## src/sv/thin_pkg.sv

```systemverilog
// ----------------------------------------------------------------------------
// thin_pkg
// shared types, register indexes and the thinning test for one 3x3 window
// ----------------------------------------------------------------------------
package thin_pkg;

    localparam int CFG_IDX_W   = 2;
    localparam int CFG_DATA_W  = 11;
    localparam int COORD_W     = 10;
    localparam int S_TDATA_W   = 8;
    localparam int M_TDATA_W   = 24;
    localparam int OUT_DEPTH   = 4;
    localparam int OUT_PTR_W   = $clog2(OUT_DEPTH);
    localparam int OUT_CNT_W   = $clog2(OUT_DEPTH + 1);

    localparam logic [CFG_IDX_W-1:0] REG_IMAGE_WIDTH  = 2'd0;
    localparam logic [CFG_IDX_W-1:0] REG_IMAGE_HEIGHT = 2'd1;
    localparam logic [CFG_IDX_W-1:0] REG_SUBITERATION = 2'd2;

    localparam logic [CFG_DATA_W-1:0] IMAGE_WIDTH_RST  = 11'd1024;
    localparam logic [CFG_DATA_W-1:0] IMAGE_HEIGHT_RST = 11'd1024;

    typedef struct packed {
        logic [COORD_W-1:0] row;
        logic [COORD_W-1:0] col;
        logic               pixel;
        logic               last;
    } result_t;

    // returns 1 when the center pixel is removed
    function automatic logic thin_deletes(
        input logic p2, input logic p3, input logic p4, input logic p5,
        input logic p6, input logic p7, input logic p8, input logic p9,
        input logic second
    );
        logic [2:0] c_cnt;
        logic [2:0] n1;
        logic [2:0] n2;
        logic [2:0] n_min;
        logic       m;
        c_cnt = 3'(~p2 & (p3 | p4)) + 3'(~p4 & (p5 | p6))
              + 3'(~p6 & (p7 | p8)) + 3'(~p8 & (p9 | p2));
        n1 = 3'(p9 | p2) + 3'(p3 | p4) + 3'(p5 | p6) + 3'(p7 | p8);
        n2 = 3'(p2 | p3) + 3'(p4 | p5) + 3'(p6 | p7) + 3'(p8 | p9);
        n_min = (n1 < n2) ? n1 : n2;
        m = second ? ((p2 | p3 | ~p5) & p4) : ((p6 | p7 | ~p9) & p8);
        return (c_cnt == 3'd1) && (n_min >= 3'd2) && (n_min <= 3'd3) && !m;
    endfunction

endpackage

```

## src/sv/thinning_subiteration_3x3_top.sv

```systemverilog
// ----------------------------------------------------------------------------
// thinning_subiteration_3x3_top
// one Guo-Hall thinning subiteration over a raster stream of binary pixels
// ----------------------------------------------------------------------------
// usage:
//   s_ channel: one pixel per item in raster order, bit 0 of s_tdata.
//   m_ channel: result items carrying row, column and the new pixel value;
//   m_tlast marks the final result caused by one input pixel.
//   cfg channel: width, height and subiteration select, written while idle.
// order: a border pixel's result passes through the input register and the
//   result queue once its item is accepted; an interior pixel's result is
//   made when the pixel one row down and one column right is accepted.
// throughput: one input item per cycle while the queue has room; one pass through an
//   input register (line store read) and one window evaluation stage feeding a 4-entry
//   result queue. An item causes 0, 1 or 2 results, 1 on average per frame.
// reset: counters, window and queue clear; width and height return to 1024,
//   subiteration to 0. Line stores are not cleared.
// stall: when m_tready is low the queue fills, the window stage holds and
//   s_tready drops once the next item's results no longer fit.
// ----------------------------------------------------------------------------
module thinning_subiteration_3x3_top #(
    parameter int MAX_WIDTH  = 1024,
    parameter int MAX_HEIGHT = 1024
) (
    input  logic                              aclk,
    input  logic                              aresetn,
    input  logic                              s_tvalid,
    output logic                              s_tready,
    input  logic [thin_pkg::S_TDATA_W-1:0]    s_tdata,   // pixel_in
    output logic                              m_tvalid,
    input  logic                              m_tready,
    output logic [thin_pkg::M_TDATA_W-1:0]    m_tdata,   // out_row, out_col, pixel_out
    output logic                              m_tlast,   // last_of_item
    input  logic                              cfg_valid,
    output logic                              cfg_ready,
    input  logic [thin_pkg::CFG_IDX_W-1:0]    cfg_index,
    input  logic [thin_pkg::CFG_DATA_W-1:0]   cfg_wdata
);
    import thin_pkg::*;

    localparam int CLW = $clog2(MAX_WIDTH);
    localparam int RW  = $clog2(MAX_HEIGHT);
    localparam int DW  = (CFG_DATA_W > $clog2(MAX_WIDTH + 1))
                       ? CFG_DATA_W : $clog2(MAX_WIDTH + 1);
    localparam int DH  = (CFG_DATA_W > $clog2(MAX_HEIGHT + 1))
                       ? CFG_DATA_W : $clog2(MAX_HEIGHT + 1);
    localparam logic [DW-1:0] MAX_W = DW'(MAX_WIDTH);
    localparam logic [DH-1:0] MAX_H = DH'(MAX_HEIGHT);

    // configuration
    logic [CFG_DATA_W-1:0] width_cfg_reg;
    logic [CFG_DATA_W-1:0] height_cfg_reg;
    logic                  subiter_reg;

    // position counters and window
    logic [CLW-1:0] col_reg, col_next;
    logic [RW-1:0]  row_reg, row_next;
    logic [5:0]     window_reg;

    // line stores
    logic mem_prev  [MAX_WIDTH];
    logic mem_prev2 [MAX_WIDTH];
    logic q_prev_reg;
    logic q_prev2_reg;

    // window stage
    logic           s1_valid_reg;
    logic           s1_px_reg;
    logic [CLW-1:0] s1_c_reg;
    logic [RW-1:0]  s1_r_reg;
    logic           s1_int_reg;
    logic           s1_brd_reg;

    // result queue
    result_t                fifo_reg [OUT_DEPTH];
    logic [OUT_PTR_W-1:0]   head_reg, tail_reg;
    logic [OUT_CNT_W-1:0]   count_reg, count_next;

    logic [DW-1:0]  w_eff;
    logic [DH-1:0]  h_eff;
    logic [DW-1:0]  col_ext, c_ext, c_inc;
    logic [DH-1:0]  row_inc, r_ext, r_inc;
    logic [CLW-1:0] c0;
    logic [RW-1:0]  r0;
    logic           int0, brd0;
    logic           s_acc, s1_adv, pop, fwd, del, px0;
    logic [1:0]     n_res;
    logic [OUT_CNT_W:0] fill_after;
    result_t        res_int, res_brd, push0;

    assign cfg_ready = 1'b1;

    always_comb begin
        if (width_cfg_reg == '0) begin
            w_eff = DW'(1);
        end else if (DW'(width_cfg_reg) > MAX_W) begin
            w_eff = MAX_W;
        end else begin
            w_eff = DW'(width_cfg_reg);
        end
        if (height_cfg_reg == '0) begin
            h_eff = DH'(1);
        end else if (DH'(height_cfg_reg) > MAX_H) begin
            h_eff = MAX_H;
        end else begin
            h_eff = DH'(height_cfg_reg);
        end

        // position of the arriving pixel
        col_ext = DW'(col_reg);
        if (col_ext >= w_eff) begin
            c_ext   = '0;
            row_inc = DH'(row_reg) + DH'(1);
        end else begin
            c_ext   = col_ext;
            row_inc = DH'(row_reg);
        end
        r_ext = (row_inc >= h_eff) ? '0 : row_inc;
        c0    = c_ext[CLW-1:0];
        r0    = r_ext[RW-1:0];
        px0   = s_tdata[0];

        int0 = (r_ext >= DH'(2)) && (c_ext >= DW'(2));
        brd0 = (r_ext == '0) || (c_ext == '0) || (r_ext == h_eff - DH'(1))
            || (c_ext == w_eff - DW'(1));

        // position of the following pixel
        c_inc = c_ext + DW'(1);
        r_inc = r_ext + DH'(1);
        if (c_inc >= w_eff) begin
            col_next = '0;
            row_next = (r_inc >= h_eff) ? '0 : r_inc[RW-1:0];
        end else begin
            col_next = c_inc[CLW-1:0];
            row_next = r0;
        end
    end

    // window evaluation
    always_comb begin
        del = thin_deletes(window_reg[0], q_prev2_reg, q_prev_reg, s1_px_reg,
                           window_reg[2], window_reg[5], window_reg[4],
                           window_reg[3], subiter_reg);
        res_int.row   = COORD_W'(s1_r_reg - RW'(1));
        res_int.col   = COORD_W'(s1_c_reg - CLW'(1));
        res_int.pixel = window_reg[1] & ~del;
        res_int.last  = ~s1_brd_reg;
        res_brd.row   = COORD_W'(s1_r_reg);
        res_brd.col   = COORD_W'(s1_c_reg);
        res_brd.pixel = s1_px_reg;
        res_brd.last  = 1'b1;
        push0 = s1_int_reg ? res_int : res_brd;
        n_res = {1'b0, s1_int_reg} + {1'b0, s1_brd_reg};
    end

    assign pop        = m_tvalid & m_tready;
    assign fill_after = (OUT_CNT_W + 1)'(count_reg) + (OUT_CNT_W + 1)'(n_res)
                      - (OUT_CNT_W + 1)'(pop);
    assign s1_adv     = s1_valid_reg && (fill_after <= (OUT_CNT_W + 1)'(OUT_DEPTH));
    assign s_tready   = !s1_valid_reg || s1_adv;
    assign s_acc      = s_tvalid && s_tready;
    assign fwd        = s1_adv && (s1_c_reg == c0);
    assign count_next = count_reg + (s1_adv ? OUT_CNT_W'(n_res) : '0)
                      - OUT_CNT_W'(pop);

    assign m_tvalid = (count_reg != '0);
    assign m_tdata  = {3'b000, fifo_reg[head_reg].pixel, fifo_reg[head_reg].col,
                       fifo_reg[head_reg].row};
    assign m_tlast  = fifo_reg[head_reg].last;

    always_ff @(posedge aclk) begin
        if (!aresetn) begin
            width_cfg_reg  <= IMAGE_WIDTH_RST;
            height_cfg_reg <= IMAGE_HEIGHT_RST;
            subiter_reg    <= 1'b0;
            col_reg        <= '0;
            row_reg        <= '0;
            window_reg     <= '0;
            s1_valid_reg   <= 1'b0;
            head_reg       <= '0;
            tail_reg       <= '0;
            count_reg      <= '0;
        end else begin
            if (cfg_valid && cfg_ready) begin
                unique case (cfg_index)
                    REG_IMAGE_WIDTH:  width_cfg_reg  <= cfg_wdata;
                    REG_IMAGE_HEIGHT: height_cfg_reg <= cfg_wdata;
                    REG_SUBITERATION: subiter_reg    <= cfg_wdata[0];
                    default: ;
                endcase
            end
            if (s_acc) begin
                col_reg <= col_next;
                row_reg <= row_next;
            end
            if (s1_adv) begin
                window_reg <= {window_reg[2:0], s1_px_reg, q_prev_reg, q_prev2_reg};
                tail_reg   <= tail_reg + OUT_PTR_W'(n_res);
            end
            if (s_acc) begin
                s1_valid_reg <= 1'b1;
            end else if (s1_adv) begin
                s1_valid_reg <= 1'b0;
            end
            if (pop) begin
                head_reg <= head_reg + OUT_PTR_W'(1);
            end
            count_reg <= count_next;
        end
    end

    // line stores with bypass of the column being written
    always_ff @(posedge aclk) begin
        if (s1_adv) begin
            mem_prev[s1_c_reg]  <= s1_px_reg;
            mem_prev2[s1_c_reg] <= q_prev_reg;
        end
        if (s_acc) begin
            q_prev_reg  <= fwd ? s1_px_reg  : mem_prev[c0];
            q_prev2_reg <= fwd ? q_prev_reg : mem_prev2[c0];
            s1_px_reg   <= px0;
            s1_c_reg    <= c0;
            s1_r_reg    <= r0;
            s1_int_reg  <= int0;
            s1_brd_reg  <= brd0;
        end
    end

    always_ff @(posedge aclk) begin
        if (s1_adv) begin
            if (n_res != 2'd0) begin
                fifo_reg[tail_reg] <= push0;
            end
            if (n_res == 2'd2) begin
                fifo_reg[tail_reg + OUT_PTR_W'(1)] <= res_brd;
            end
        end
    end

    a_queue_bound: assert property (@(posedge aclk) disable iff (!aresetn)
        count_reg <= OUT_CNT_W'(OUT_DEPTH))
        else $error("result queue over capacity");

    a_stage_holds: assert property (@(posedge aclk) disable iff (!aresetn)
        s1_valid_reg && !s1_adv |=> s1_valid_reg && $stable(s1_c_reg)
            && $stable(s1_r_reg) && $stable(window_reg))
        else $error("stalled window stage changed");

    a_interior_pos: assert property (@(posedge aclk) disable iff (!aresetn)
        s1_valid_reg && s1_int_reg |-> (s1_c_reg >= CLW'(2)) && (s1_r_reg >= RW'(2)))
        else $error("interior result at border position");

    a_pop_only: assert property (@(posedge aclk) disable iff (!aresetn)
        pop && !s1_adv |=> count_reg == $past(count_reg) - OUT_CNT_W'(1))
        else $error("queue count mismatch on pop");

endmodule

```

## config.mk

```make
export PLATFORM = sky130hd
export DESIGN_NAME = thinning_subiteration_3x3_top
export DESIGN_NICKNAME = d
export VERILOG_FILES = /design/src/sv/thin_pkg.sv /design/src/sv/thinning_subiteration_3x3_top.sv
export SDC_FILE = /design/constraint.sdc
export NUM_CORES = 2
export LEC_CHECK = 0
export BUFFER_PORTS_ARGS = -buffer_cell sky130_fd_sc_hd__clkbuf_2
export CELL_PAD_IN_SITES_DETAIL_PLACEMENT = 0
export CELL_PAD_IN_SITES_GLOBAL_PLACEMENT = 1
export CORE_AREA = 4 4 442 444
export CTS_CLUSTER_DIAMETER = 50
export DETAILED_ROUTE_END_ITERATION = 16
export DIE_AREA = 0 0 446 448
export GPL_ROUTABILITY_DRIVEN = 0
export PLACE_DENSITY_LB_ADDON = 0.1
export SETUP_SLACK_MARGIN = 0.5
export SLEW_MARGIN = 15
export SYNTH_ARGS = -nofsm -noshare
export SYNTH_HDL_FRONTEND = slang
export SYNTH_SLANG_ARGS = --single-unit
```

## constraint.sdc

```tcl
create_clock -name aclk -period 30.8 [get_ports aclk]
set_input_delay 4.62 -clock aclk [delete_from_list [all_inputs] [get_ports aclk]]
set_output_delay 4.62 -clock aclk [all_outputs]
set_load 0.02 [all_outputs]
```

==> key figures <==
Final layout
  • Reg area: 66000 um2
  • Layout cells sized above 1: 11.6%
  • Non-Filler Instances: 9924
  • Leading cell type in the layout, fill and taps excluded: edfxtp_1
  • Area growth from synthesis to layout: 11.0%
  • Fill count: 15969
  • Post-route cell area: 106000 um2
  • Multi-input gate area: 26700 um2
  • Nets@finish: 7278
  • Leading cell types in the layout, fill and taps excluded: edfxtp_1, nor2_1, nand2_1

GRT
  • Total track usage: 34.7%
  • First-pass GRT wire length: 489000 um
  • Antenna violations before repair: 25
  • Vias in the first global route: 64295
  • Largest net degree at the start of global routing: 241
  • Total grt overflow: 0

Floorplanning
  • # rows: 161
  • Io pins: 54
  • Starting density of the core: 49.8%
  • Die area: 200000 um2
  • Chip width: 446 um
  • Die height: 448 um
  • Core Region: 192000 um2

STA
  • Final Skew: 0.0390 ns
  • F_max: 0.0884 GHz
  • Worst slew margin: 1.96%
  • Setup violations, final: 0
  • RSZ-0062 raised after global routing: no
  • Period utilization: 36.7%
  • Worst Setup Slack, final: 19.49 ns
  • Least-Margin Pin Slew: 1.46 ns
  • Setup TNS: 0 ns
  • Final hold violations: 0
  • Slew Limit Fails: 0
  • Final Critical Period: 11.31 ns

Clock tree
  • Clk pin slew, worst setup/hold paths: 0.05 ns
  • PostCTS Resize Cnt: 0
  • H-Tree Depth: 4
  • TritonCTS buffer count: 238
  • Postcts setup bufs: 0
  • Skew-Pair Late Insertion Delay: 0.90 ns
  • TritonCTS clock tree: built
  • CTS Sinks: 2220
  • Root Driver: clkbuf_16
  • Clk buf depth: 3
  • CTS Hold Bufs: 0

Synthesis
  • Post-Synthesis Cells: 7290
  • Yosys top cell area share: 67.9%
  • Register area share after synthesis: 69.2%
  • Number of synthesized register bits: 2220
  • Yosys top cell by area: edfxtp_1
  • Synth warn: 0
  • Synth top area cells: edfxtp_1, nor2_1, nand2_1, mux2i_1, o221ai_1
  • Synth Flop Type: edfxtp_1
  • Ys async rst share: 0%
  • Number of synthesized flops with an enable pin: 2157
  • Mapped Avg Cell Area: 13.1 um2
  • Netlist cell types: 105
  • Synthesized area: 95400 um2

Setup path
  • R2R cell count: 37
  • Critical path fanouts, max: 4
  • Critical path arrival: 6.69 ns
  • Setup crit start kind: primary input
  • Worst Setup End Kind: primary output
  • Critical path class: in2out
  • Req. time, crit path: 26.18 ns

Routing
  • Final wirelength: 351000 um
  • First-pass DRT Iterations: 8
  • Routed Antenna Nets: 0
  • DR vias: 67018
  • DRC viols: 0
  • Detailed Route Iter0 Violations: 10174
  • Routed vias/inst: 6.75
  • Drt wl/cell: 35.4 um

Pwr
  • Worst IR drop on VDD: 0.0000551 V
  • Leak pwr: 32.9 nW
  • PD cells: 75.5 nW/um2

Flow run
  • Number of max-cap violations: 0

Placed design
  • DP HPWL: 192000 um
  • Cell Area, Placed: 98200 um2
  • Place WS: 19.48 ns
  • Dpl cells: 9454
  • Port bufs: 42

Worst hold path
  • Hold Path Depth: 1
  • Worst Hold Class: reg2reg

Outcome
  • Status: complete, no violations
## layout make-up
class | count | share of cell area (%)
flip-flops and latches | 2220 | 62.3
multi-input cells | 4381 | 25.2
clock buffers | 293 | 5.90
well taps | 2526 | 2.98
repair buffers | 255 | 1.87
clock inverters | 154 | 1.34
inverters | 72 | 0.269
diodes | 23 | 0.0543
## cells in the mapped netlist (all sizes together), types with 16 or more instances
master and count:
mux2 78, clkbuf 337, nand4 32, mux4 44, nor2 1237, a21o 24, nor2b 60, a31oi 105
a21oi 257, or3 39, o31ai 17, nand2b 32, o22ai 189, dfxtp 63, o211ai 43, edfxtp 2157
nand3 67, ha 79, and2 19, a211o 25, mux2i 195, inv 70, a32oi 24, o221ai 216
nand2 573, a211oi 83, and3 43, a221oi 69, o21ai 328, buf 282, nor4 56, xnor2 59
a22oi 17, nor3 90, xor2 19, o311ai 16
## per-stage QoR
step           util (%)  total power, W  hold WS (ns)
2_1_floorplan         -         0.00476         0.431
3_3_place_gp       51.3         0.00519         0.439
3_5_place_dp       51.3         0.00519         0.451
4_1_cts            55.3         0.00798         0.464
5_1_grt            55.3         0.00822         0.499
6_report           55.3         0.00800         0.463
## cell families (layout without fill, tap and decap cells)
family | Yosys count | in the layout | synth area share [%]
adder cells (fa/ha/maj) | 84 | 84 | 1.14
other | 2 | 27 | 0.00787
buffers and inverters | 691 | 774 | 3.18
multiplexers | 317 | 317 | 4.00
XOR/XNOR | 78 | 78 | 0.732
AND/OR/NAND/NOR | 2306 | 2306 | 10.3
AO/OA/AOI/OAI | 1592 | 1592 | 11.4
flip-flops | 2220 | 2220 | 69.2
## power breakdown
| part | total [W] | switching [W] | leakage (nW) | internal [W] |
|---|---|---|---|---|
| Sequential | 0.00362 | 0.0000502 | 20.1 | 0.00357 |
| Combinational | 0.00155 | 0.00117 | 9.11 | 0.000383 |
| Clock | 0.00283 | 0.00122 | 3.73 | 0.00161 |
## worst paths after layout
kind                    start              to  slack (ns)
max                  m_tready        s_tready       19.49
min            fifo_reg[3][0]  fifo_reg[3][0]        0.46
max reg2reg  width_cfg_reg[3]      row_reg[1]       21.71
min reg2reg    fifo_reg[3][0]  fifo_reg[3][0]        0.46
## layer usage
metal | track usage (%) | routed length [um] | vias to the layer above
li1 | - | - | 27586
met1 | 47.3 | 134000 | 33945
met2 | 52.7 | 156000 | 4595
met3 | 9.11 | 43000 | 882
met4 | 15.8 | 18100 | 10
met5 | 0 | 66 | -
## worst max-delay path: stages
cell	delay (ns)
clkbuf_2	0.07
and2_1	0.19
ha_1	0.32
inv_1	0.07
ha_1	0.16
inv_1	0.06
fa_1	0.41
nor2b_1	0.14
o21ai_0	0.30
nand2_1	0.16
clkbuf_2	0.19
Note: power is estimated with default switching activity, not from simulation.
